### src/design/tps_pkg.sv
`timescale 1ns / 1ps
`default_nettype none

package tps_pkg;

  localparam int WORD = 32;

  typedef struct packed {
    logic signed [WORD-1:0] vert_x;
    logic signed [WORD-1:0] vert_y;
    logic signed [WORD-1:0] vert_z;
  } vertex_t;

  typedef struct packed {
    logic signed [WORD-1:0] proj_x;
    logic signed [WORD-1:0] proj_y;
    logic signed [WORD-1:0] proj_depth;
    logic signed [WORD-1:0] inverse_det;
    logic signed [WORD-1:0] box_min_x;
    logic signed [WORD-1:0] box_min_y;
    logic signed [WORD-1:0] box_max_x;
    logic signed [WORD-1:0] box_max_y;
    logic                   triangle_done;
    logic                   divide_fault;
  } result_t;

  localparam logic [WORD-1:0] SAT_MAX = 32'h7FFF_FFFF;
  localparam logic [WORD-1:0] SAT_MIN = 32'h8000_0000;

endpackage

`default_nettype wire

### src/design/tps_mul.sv
`timescale 1ns / 1ps
`default_nettype none

// Bit-serial signed multiplier, one multiplier bit per cycle, with the
// fixed-point product taken by a floor shift.
module tps_mul #(
  parameter int FRACTION_BITS = 16
) (
  input  wire logic        clk,
  input  wire logic        rst,
  input  wire logic        start,
  input  wire logic [31:0] a,
  input  wire logic [31:0] b,
  output logic             done,
  output logic [31:0]      p
);

  logic        busy;
  logic [5:0]  cnt;
  logic [32:0] hi;
  logic [31:0] lo;
  logic [31:0] mcand;
  logic [33:0] ma;
  logic [33:0] addend;
  logic [33:0] t;
  logic [63:0] prod;

  always_comb begin
    ma = {{2{mcand[31]}}, mcand};
    if (lo[0]) begin
      addend = (cnt == 6'd31) ? (~ma + 34'd1) : ma;
    end else begin
      addend = '0;
    end
    t    = {hi[32], hi} + addend;
    prod = {hi[31:0], lo};
  end

  always_ff @(posedge clk) begin
    done <= 1'b0;
    if (start) begin
      busy  <= 1'b1;
      cnt   <= '0;
      hi    <= '0;
      lo    <= b;
      mcand <= a;
    end else if (busy) begin
      if (cnt == 6'd32) begin
        busy <= 1'b0;
        done <= 1'b1;
        p    <= prod[FRACTION_BITS+31:FRACTION_BITS];
      end else begin
        hi  <= t[33:1];
        lo  <= {t[0], lo[31:1]};
        cnt <= cnt + 6'd1;
      end
    end
    if (rst) begin
      busy <= 1'b0;
      done <= 1'b0;
    end
  end

endmodule

`default_nettype wire

### src/design/tps_div.sv
`timescale 1ns / 1ps
`default_nettype none

// Restoring divider, one quotient bit per cycle: (n << FRACTION_BITS) / d,
// truncated toward zero, saturating with a fault flag.
module tps_div #(
  parameter int FRACTION_BITS = 16
) (
  input  wire logic        clk,
  input  wire logic        rst,
  input  wire logic        start,
  input  wire logic [31:0] n,
  input  wire logic [31:0] d,
  output logic             done,
  output logic [31:0]      q,
  output logic             fault
);

  localparam int NB = 32 + FRACTION_BITS;
  localparam int CW = $clog2(NB + 1);

  logic          busy;
  logic [CW-1:0] cnt;
  logic [31:0]   rem;
  logic [NB-1:0] dvd;
  logic [NB-1:0] quo;
  logic [31:0]   ud;
  logic          neg;
  logic [31:0]   abs_n;
  logic [31:0]   abs_d;
  logic [32:0]   rs;
  logic [32:0]   rdiff;
  logic          ge;
  logic          sat_pos;
  logic          sat_neg;

  always_comb begin
    abs_n   = n[31] ? (~n + 32'd1) : n;
    abs_d   = d[31] ? (~d + 32'd1) : d;
    rs      = {rem, dvd[NB-1]};
    rdiff   = rs - {1'b0, ud};
    ge      = !rdiff[32];
    sat_pos = |quo[NB-1:31];
    sat_neg = (|quo[NB-1:32]) | (quo[31] & (|quo[30:0]));
  end

  always_ff @(posedge clk) begin
    done <= 1'b0;
    if (start) begin
      if (d == '0) begin
        done  <= 1'b1;
        fault <= 1'b1;
        q     <= n[31] ? tps_pkg::SAT_MIN : tps_pkg::SAT_MAX;
      end else begin
        busy <= 1'b1;
        cnt  <= '0;
        rem  <= '0;
        dvd  <= {abs_n, {FRACTION_BITS{1'b0}}};
        quo  <= '0;
        ud   <= abs_d;
        neg  <= n[31] ^ d[31];
      end
    end else if (busy) begin
      if (cnt == CW'(NB)) begin
        busy <= 1'b0;
        done <= 1'b1;
        if (!neg) begin
          q     <= sat_pos ? tps_pkg::SAT_MAX : quo[31:0];
          fault <= sat_pos;
        end else begin
          q     <= sat_neg ? tps_pkg::SAT_MIN : (~quo[31:0] + 32'd1);
          fault <= sat_neg;
        end
      end else begin
        rem <= ge ? rdiff[31:0] : rs[31:0];
        quo <= {quo[NB-2:0], ge};
        dvd <= {dvd[NB-2:0], 1'b0};
        cnt <= cnt + CW'(1);
      end
    end
    if (rst) begin
      busy <= 1'b0;
      done <= 1'b0;
    end
  end

endmodule

`default_nettype wire

### src/design/triangle_projection_setup.sv
`timescale 1ns / 1ps
`default_nettype none

// Triangle setup with perspective projection. A vertex item is taken when
// start is high and busy is low; its result appears on result for exactly
// one cycle with result_valid high, and the receiver cannot stall it, so
// it must take every result in that cycle. One item at a time is worked
// on: a vertex costs twelve bit-serial multiplies, three serial divides
// when w is not exactly one (each skips the serial loop and faults when w
// is zero), and on the third vertex of a triangle two more multiplies and
// one more divide, before the result is registered and presented.
// busy drops in the cycle of the result strobe, so the next item can be
// taken at the edge that takes the result. The shared serial multiplier
// and divider set the time that a vertex takes.
// The matrix is written over the APB port only while busy is low: this
// binds the user, and the block itself does not enforce it.
module triangle_projection_setup #(
  parameter int FRACTION_BITS = 16
) (
  input  wire logic             clk,
  input  wire logic             rst,
  input  wire logic             start,
  input  wire tps_pkg::vertex_t vert,
  output logic                  busy,
  output tps_pkg::result_t      result,
  output logic                  result_valid,
  input  wire logic             psel,
  input  wire logic             penable,
  input  wire logic             pwrite,
  input  wire logic [5:0]       paddr,
  input  wire logic [63:0]      pwdata,
  output logic [63:0]           prdata,
  output logic                  pready
);

  localparam logic [31:0] ONE = 32'd1 << FRACTION_BITS;

  typedef enum logic [5:0] {
    S_IDLE = 6'b000001,
    S_PROJ = 6'b000010,
    S_DIV  = 6'b000100,
    S_DET  = 6'b001000,
    S_INV  = 6'b010000,
    S_OUT  = 6'b100000
  } state_t;

  state_t      state;
  logic [63:0] mat [8];
  logic [31:0] vin [3];
  logic [31:0] colv [4];
  logic [31:0] acc;
  logic [31:0] det;
  logic [31:0] inv;
  logic [1:0]  row;
  logic [1:0]  col;
  logic [1:0]  k;
  logic [1:0]  slot;
  logic        fault;
  logic [31:0] held_x [2];
  logic [31:0] held_y [2];
  logic        mul_go;
  logic        div_go;

  logic        mul_done;
  logic [31:0] mul_p;
  logic [31:0] mul_a;
  logic [31:0] mul_b;
  logic        div_done;
  logic [31:0] div_q;
  logic        div_fault;
  logic [31:0] div_n;
  logic [31:0] div_d;
  logic [31:0] acc_sum;
  logic [31:0] col_sum;
  logic [31:0] min_x;
  logic [31:0] min_y;
  logic [31:0] max_x;
  logic [31:0] max_y;

  function automatic logic [31:0] mat_entry(input logic [63:0] m [8],
                                            input logic [1:0] r,
                                            input logic [1:0] c);
    logic [63:0] reg_val;
    reg_val = m[{r, c[1]}];
    return c[0] ? reg_val[63:32] : reg_val[31:0];
  endfunction

  function automatic logic [31:0] smin(input logic [31:0] x, input logic [31:0] y);
    return ($signed(x) > $signed(y)) ? y : x;
  endfunction

  function automatic logic [31:0] smax(input logic [31:0] x, input logic [31:0] y);
    return ($signed(x) < $signed(y)) ? y : x;
  endfunction

  // The configuration port always completes in its access cycle.
  assign pready = 1'b1;
  assign prdata = mat[paddr[5:3]];
  assign busy   = (state != S_IDLE);

  // Operand selection for the shared multiplier and divider.
  always_comb begin
    if (state == S_DET) begin
      mul_a = (k == 2'd0) ? (held_x[1] - held_x[0]) : (colv[0] - held_x[0]);
      mul_b = (k == 2'd0) ? (colv[1] - held_y[0]) : (held_y[1] - held_y[0]);
    end else begin
      mul_a = mat_entry(mat, row, col);
      mul_b = vin[row];
    end
    if (state == S_INV) begin
      div_n = ONE;
      div_d = det;
    end else begin
      div_n = colv[k];
      div_d = colv[3];
    end
    acc_sum = acc + mul_p;
    col_sum = acc_sum + mat_entry(mat, 2'd3, col);
    min_x = smin(smin(held_x[0], held_x[1]), colv[0]);
    min_y = smin(smin(held_y[0], held_y[1]), colv[1]);
    max_x = smax(smax(held_x[0], held_x[1]), colv[0]);
    max_y = smax(smax(held_y[0], held_y[1]), colv[1]);
  end

  tps_mul #(.FRACTION_BITS(FRACTION_BITS)) u_mul (
    .clk   (clk),
    .rst   (rst),
    .start (mul_go),
    .a     (mul_a),
    .b     (mul_b),
    .done  (mul_done),
    .p     (mul_p)
  );

  tps_div #(.FRACTION_BITS(FRACTION_BITS)) u_div (
    .clk   (clk),
    .rst   (rst),
    .start (div_go),
    .n     (div_n),
    .d     (div_d),
    .done  (div_done),
    .q     (div_q),
    .fault (div_fault)
  );

  // Configuration writes land on the access cycle of an APB write.
  always_ff @(posedge clk) begin
    if (psel && penable && pwrite && pready) begin
      mat[paddr[5:3]] <= pwdata;
    end
    if (rst) begin
      mat[0] <= 64'h0000_0000_0001_0000;
      mat[1] <= 64'h0;
      mat[2] <= 64'h0001_0000_0000_0000;
      mat[3] <= 64'h0;
      mat[4] <= 64'h0;
      mat[5] <= 64'h0000_0000_0001_0000;
      mat[6] <= 64'h0;
      mat[7] <= 64'h0001_0000_0000_0000;
    end
  end

  // Sequencer: each column is three multiply-accumulate passes plus the
  // translation term, then the optional divide by w, then the edge
  // determinant and its inverse on the closing vertex of a triangle.
  always_ff @(posedge clk) begin
    mul_go       <= 1'b0;
    div_go       <= 1'b0;
    result_valid <= 1'b0;
    case (state)
      S_IDLE: begin
        if (start) begin
          vin[0] <= vert.vert_x;
          vin[1] <= vert.vert_y;
          vin[2] <= vert.vert_z;
          acc    <= '0;
          row    <= '0;
          col    <= '0;
          fault  <= 1'b0;
          mul_go <= 1'b1;
          state  <= S_PROJ;
        end
      end
      S_PROJ: begin
        if (mul_done) begin
          if (row == 2'd2) begin
            colv[col] <= col_sum;
            acc       <= '0;
            row       <= '0;
            if (col == 2'd3) begin
              k <= '0;
              if (col_sum != ONE) begin
                div_go <= 1'b1;
                state  <= S_DIV;
              end else if (slot == 2'd2) begin
                mul_go <= 1'b1;
                state  <= S_DET;
              end else begin
                state <= S_OUT;
              end
            end else begin
              col    <= col + 2'd1;
              mul_go <= 1'b1;
            end
          end else begin
            acc    <= acc_sum;
            row    <= row + 2'd1;
            mul_go <= 1'b1;
          end
        end
      end
      S_DIV: begin
        if (div_done) begin
          colv[k] <= div_q;
          fault   <= fault | div_fault;
          if (k == 2'd2) begin
            k <= '0;
            if (slot == 2'd2) begin
              mul_go <= 1'b1;
              state  <= S_DET;
            end else begin
              state <= S_OUT;
            end
          end else begin
            k      <= k + 2'd1;
            div_go <= 1'b1;
          end
        end
      end
      S_DET: begin
        if (mul_done) begin
          if (k == 2'd0) begin
            det    <= mul_p;
            k      <= 2'd1;
            mul_go <= 1'b1;
          end else begin
            det    <= det - mul_p;
            div_go <= 1'b1;
            state  <= S_INV;
          end
        end
      end
      S_INV: begin
        if (div_done) begin
          inv   <= div_q;
          fault <= fault | div_fault;
          state <= S_OUT;
        end
      end
      S_OUT: begin
        result_valid         <= 1'b1;
        result.proj_x        <= colv[0];
        result.proj_y        <= colv[1];
        result.proj_depth    <= colv[2];
        result.divide_fault  <= fault;
        if (slot == 2'd2) begin
          result.inverse_det   <= inv;
          result.box_min_x     <= min_x;
          result.box_min_y     <= min_y;
          result.box_max_x     <= max_x;
          result.box_max_y     <= max_y;
          result.triangle_done <= 1'b1;
          slot                 <= '0;
        end else begin
          result.inverse_det   <= '0;
          result.box_min_x     <= '0;
          result.box_min_y     <= '0;
          result.box_max_x     <= '0;
          result.box_max_y     <= '0;
          result.triangle_done <= 1'b0;
          held_x[slot[0]]      <= colv[0];
          held_y[slot[0]]      <= colv[1];
          slot                 <= slot + 2'd1;
        end
        state <= S_IDLE;
      end
      default: begin
        state <= S_IDLE;
      end
    endcase
    if (rst) begin
      state        <= S_IDLE;
      slot         <= '0;
      mul_go       <= 1'b0;
      div_go       <= 1'b0;
      result_valid <= 1'b0;
    end
  end

endmodule

`default_nettype wire

### config.mk
export PLATFORM = sky130hd
export DESIGN_NAME = triangle_projection_setup
export DESIGN_NICKNAME = d
export VERILOG_FILES = /design/src/design/tps_pkg.sv /design/src/design/tps_mul.sv /design/src/design/tps_div.sv /design/src/design/triangle_projection_setup.sv
export SDC_FILE = /design/constraint.sdc
export NUM_CORES = 2
export LEC_CHECK = 0
export ABC_AREA = 0
export BUFFER_PORTS_ARGS = -buffer_cell sky130_fd_sc_hd__clkbuf_2
export CAP_MARGIN = 20
export CORE_MARGIN = 2
export CORE_UTILIZATION = 35
export CTS_CLUSTER_DIAMETER = 120
export DETAILED_ROUTE_END_ITERATION = 10
export SYNTH_ARGS = -nofsm -noshare
export SYNTH_HDL_FRONTEND = slang
export SYNTH_SLANG_ARGS = --single-unit
### constraint.sdc
create_clock -name clk -period 12.35 [get_ports clk]
set_input_delay 1.8525 -clock clk [delete_from_list [all_inputs] [get_ports clk]]
set_output_delay 1.8525 -clock clk [all_outputs]
set_load 0.05 [all_outputs]
==> flow_metrics.env <==
export IMPL_grt_max_degree=127
export IMPL_cp_slowest_cell="a221oi_1"
export IMPL_final_nets=9648
export IMPL_synthArstFlopShare_pct=0
export IMPL_vdd_ir_drop_max_v=0.000138
export IMPL_r2r_cells=24
export IMPL_synthXorXnorAreaFrac_pct=2.94
export IMPL_place_area_um2=91000
export IMPL_grt_use_total_pct=24.3
export IMPL_synth_nets=9396
export IMPL_antenna_found_initial=52
export IMPL_skew_ns=0.0555
export IMPL_synth_top_area_cell="edfxtp_1"
export IMPL_syn_instance_count=8798
export IMPL_period_minus_slack_ns=7.51
export IMPL_dp_hpwl_um=221000
export IMPL_cts_sinks=1563
export IMPL_synth_mux_area_share_pct=7.56
export IMPL_drv_slew=0
export IMPL_setup_violations=0
export IMPL_power_frac_clock_pct=41.7
export IMPL_cts_resized=0
export IMPL_route_vias_total=71300
export IMPL_fin_crit_sh_pct=60.8
export IMPL_synth_fa_ha_area_share_pct=6.30
export IMPL_worstReg2RegStart="u_mul.p[0]"
export IMPL_slew_headroom_pct=20.7
export IMPL_cts_path_max_buffers=3
export IMPL_crit_type="register to register"
export IMPL_start_kind="register"
export IMPL_grt_overflow=0
export IMPL_final_cell_area_um2=96800
export IMPL_cts_clk_slew_worst_paths_ns=0.07
export IMPL_hold_class="register to register"
export IMPL_die_area_um2=248000
export IMPL_setup_tns_ns=0
export IMPL_cpPeakStageDelay_ns=0.72
export IMPL_power_switching_w=0.00343
export IMPL_synth_compound_area_share_pct=15.5
export IMPL_path_cells="ha_1 -> fa_1 -> a21o_1 -> a21oi_1 -> o21a_1 -> nor3_1 -> a221o_1 -> a221oi_1 -> o21ai_0 -> a21oi_1 -> xnor2_1 -> ha_1 -> and2_1 -> a221o_1 -> or3_1 -> o21ai_1 -> nand2_1 -> a31o_2 -> xor2_1 -> or4_1 -> or4b_1 -> nor4_2 -> o21ai_1 -> a211oi_2"
export IMPL_max_cap_violations=0
export IMPL_layout_common_cells="nand2_1, a21oi_1, edfxtp_1, dfxtp_1, clkbuf_2"
export IMPL_synth_cell_type_count=95
export IMPL_synth_area_leaders="edfxtp_1, dfxtp_1, nand2_1"
export IMPL_avgSynthCellArea_um2=9.72
export IMPL_ant_nets=0
export IMPL_grt_pass1_wl_um=452000
export IMPL_route_detailed_drc=0
export IMPL_ys_ff_latch=1563
export IMPL_cp_required_ns=13.11
export IMPL_crit_path_end="state[5]"
export IMPL_core_um2=243000
export IMPL_finalNonFillerCells=12400
export IMPL_initialDrtViolationCount=8387
export IMPL_avgViaCountPerCell=5.74
export IMPL_pin_count=497
export IMPL_fmax_mhz=133
export IMPL_regToRegSetupSlack_ns=4.84
export IMPL_power_leakage_nw=36.3
export IMPL_cts_tree="done"
export IMPL_cp_depth=24
export IMPL_p_seq_share_pct=46.3
export IMPL_synth_area_um2=85500
export IMPL_htreeDepth=4
export IMPL_dr_pass1_iters=6
export IMPL_outcome="completed"
export IMPL_pwr_share_comb_pct=12.0
export IMPL_rsz0062_at_grt="false"
export IMPL_path_max_fanout=11
export IMPL_layout_commonest_cell="nand2_1"
export IMPL_die_y_um=498
export IMPL_arrival_ns=8.27
export IMPL_yosys_area_share_simple_pct=15.1
export IMPL_holdWs_ns=0.459
export IMPL_portBuffers=492
export IMPL_power_density_nw_per_um2=130
export IMPL_synth_top_area_share_pct=34.9
export IMPL_synth_edf_count=993
export IMPL_start_util_pct=35.2
export IMPL_p_sw_share_pct=27.3
export IMPL_place_congestion=0.953
export IMPL_tightestPinTransition_ns=1.19
export IMPL_crit_path_end_kind="register"
export IMPL_rows=181
export IMPL_post_cts_setup_buffers=0
export IMPL_cp_num_buf_inv=0
export IMPL_clock_root_buffer="clkbuf_16"
export IMPL_crit_path_start="u_mul.p[0]"
export IMPL_reg2reg_to="state[5]"
export IMPL_internal_power_w=0.00915
export IMPL_die_w_um=498
export IMPL_ys_seq_area_share_pct=48.2
export IMPL_hold_viol=0
export IMPL_critical_path_top_delay_family="compound AO/OA/AOI/OAI gates"
export IMPL_grt_pass1_vias=67000
export IMPL_insertion_delay_ns=0.85
export IMPL_synth_top_family_by_area="compound AO/OA/AOI/OAI gates"
export IMPL_wirelength_um=315000
export IMPL_synth_warnings=0
export IMPL_drive_above_1_share_pct=13.2
export IMPL_wl_per_cell_um=25.3
export IMPL_placed_cells=12100
export IMPL_syn_to_final_growth_pct=13.2
export IMPL_synth_ff_type="edfxtp_1"
export IMPL_hold_buffers=0
export IMPL_cts_made_buffers=174
[worst min path at each step]
stage                      start            to  slack, ns  depth (start not counted)
floorplan             colv[2][0]   result[162]       0.42                          0
CTS                 u_mul.hi[22]  u_mul.hi[22]       0.46                          2
detailed placement  u_mul.lo[30]   u_mul.p[14]       0.44                          0
global route         u_mul.hi[3]   u_mul.p[19]       0.47                          0
finish              u_mul.hi[22]  u_mul.hi[22]       0.46                          2
global placement      colv[2][3]   result[165]       0.43                          0
[synth_stat cells (10+ instances only)]
master       n
clkbuf_1   428
o41ai_1     11
nand4_1    124
ha_1       419
mux2_2      35
or3_1       40
nor4_1      29
a211oi_1    42
nand3b_1    16
a31oi_1     25
mux4_2     156
and3_1      38
mux2i_1    255
o211ai_1    45
xnor2_1    176
nand2b_1    55
edfxtp_1   993
dfxtp_1    570
nor2_1     479
a21oi_1   1009
a31o_2      16
nand3_1     89
o31ai_1     21
buf_1       58
inv_1      362
o21ai_1     15
buf_2       10
a211o_1     10
or2_2       21
and2_1     121
o22ai_1     35
nand2_1   1596
a21o_1     135
a22oi_1    262
buf_4       61
o21a_1      36
nor3b_1     12
nor3_1     166
nor2b_1    102
o21ai_0    429
a22o_1      11
xor2_1     111
o21bai_1    28
[metrics by stage]
step / worst slack, ns / total power [W] / utilization, %
floorplan: 2.59 / 0.00689 / -
global placement: 5.03 / 0.00737 / 37.4
detailed placement: 4.99 / 0.00740 / 37.4
CTS: 4.91 / 0.0126 / 39.8
global route: 4.58 / 0.0130 / 39.8
finish: 4.84 / 0.0126 / 39.8
[flip-flops by register name, indices dropped and copies added (netlist names), 32 cells and up, named ones only]
| signal | count |
|---|---|
| inv | 32 |
| u_mul.hi | 33 |
| u_div.dvd | 32 |
| held_y | 64 |
| u_mul.mcand | 32 |
| u_div.rem | 32 |
| det | 32 |
| u_div.ud | 32 |
| acc | 32 |
| u_div.q | 32 |
| mat | 512 |
| u_mul.p | 32 |
| colv | 128 |
| u_div.quo | 48 |
| result | 258 |
| u_mul.lo | 32 |
| held_x | 64 |
| vin | 96 |
[worst reg2reg max path, delay by kind of cell, from the launching register on]
family	cells	cell delay (ns)
xor gates and xnor gates	2	0.41
adders and majority gates	3	1.10
AOI/OAI and AO/OA	12	3.25
DFF	1	0.47
and+or+nand+nor	7	2.21
[power groups by stage]
stage          logic (W)  clock network [W]  registers, W
2_1_floorplan   0.000992                  0       0.00590
3_3_place_gp     0.00145                  0       0.00592
3_5_place_dp     0.00148                  0       0.00593
4_1_cts          0.00148            0.00531       0.00582
5_1_grt          0.00162            0.00553       0.00583
6_report         0.00151            0.00525       0.00582
[layer usage]
metal  GRT usage, %  part of all wire (%)  up-vias
met4           12.7                   5.9       46
met1           31.8                    40    34500
met5              0                 0.099        -
met3           5.91                    10      777
met2           37.1                    44     3764
li1               -                     -    32200
[cells by family (layout without fill, tap and decap cells)]
family / count (synthesis) / after routing
XOR/XNOR: 287 / 287
other: 1 / 17
AND/OR/NAND/NOR: 2927 / 2927
multiplexers: 446 / 446
buffers and inverters: 924 / 1319
flip-flops: 1563 / 1563
AO/OA/AOI/OAI: 2224 / 2224
adder cells (fa/ha/maj): 426 / 426
[cell type report]
class	count	area, um2
inverters	362	1370
flip-flops and latches	1563	41200
diodes	16	40.0
clock inverters	101	967
repair buffers	638	3650
well taps	3202	4010
clock buffers	218	4740
multi-input cells	6311	40800
fillers	23600	146000
No activity file was read; power rests on OpenSTA's default activity.
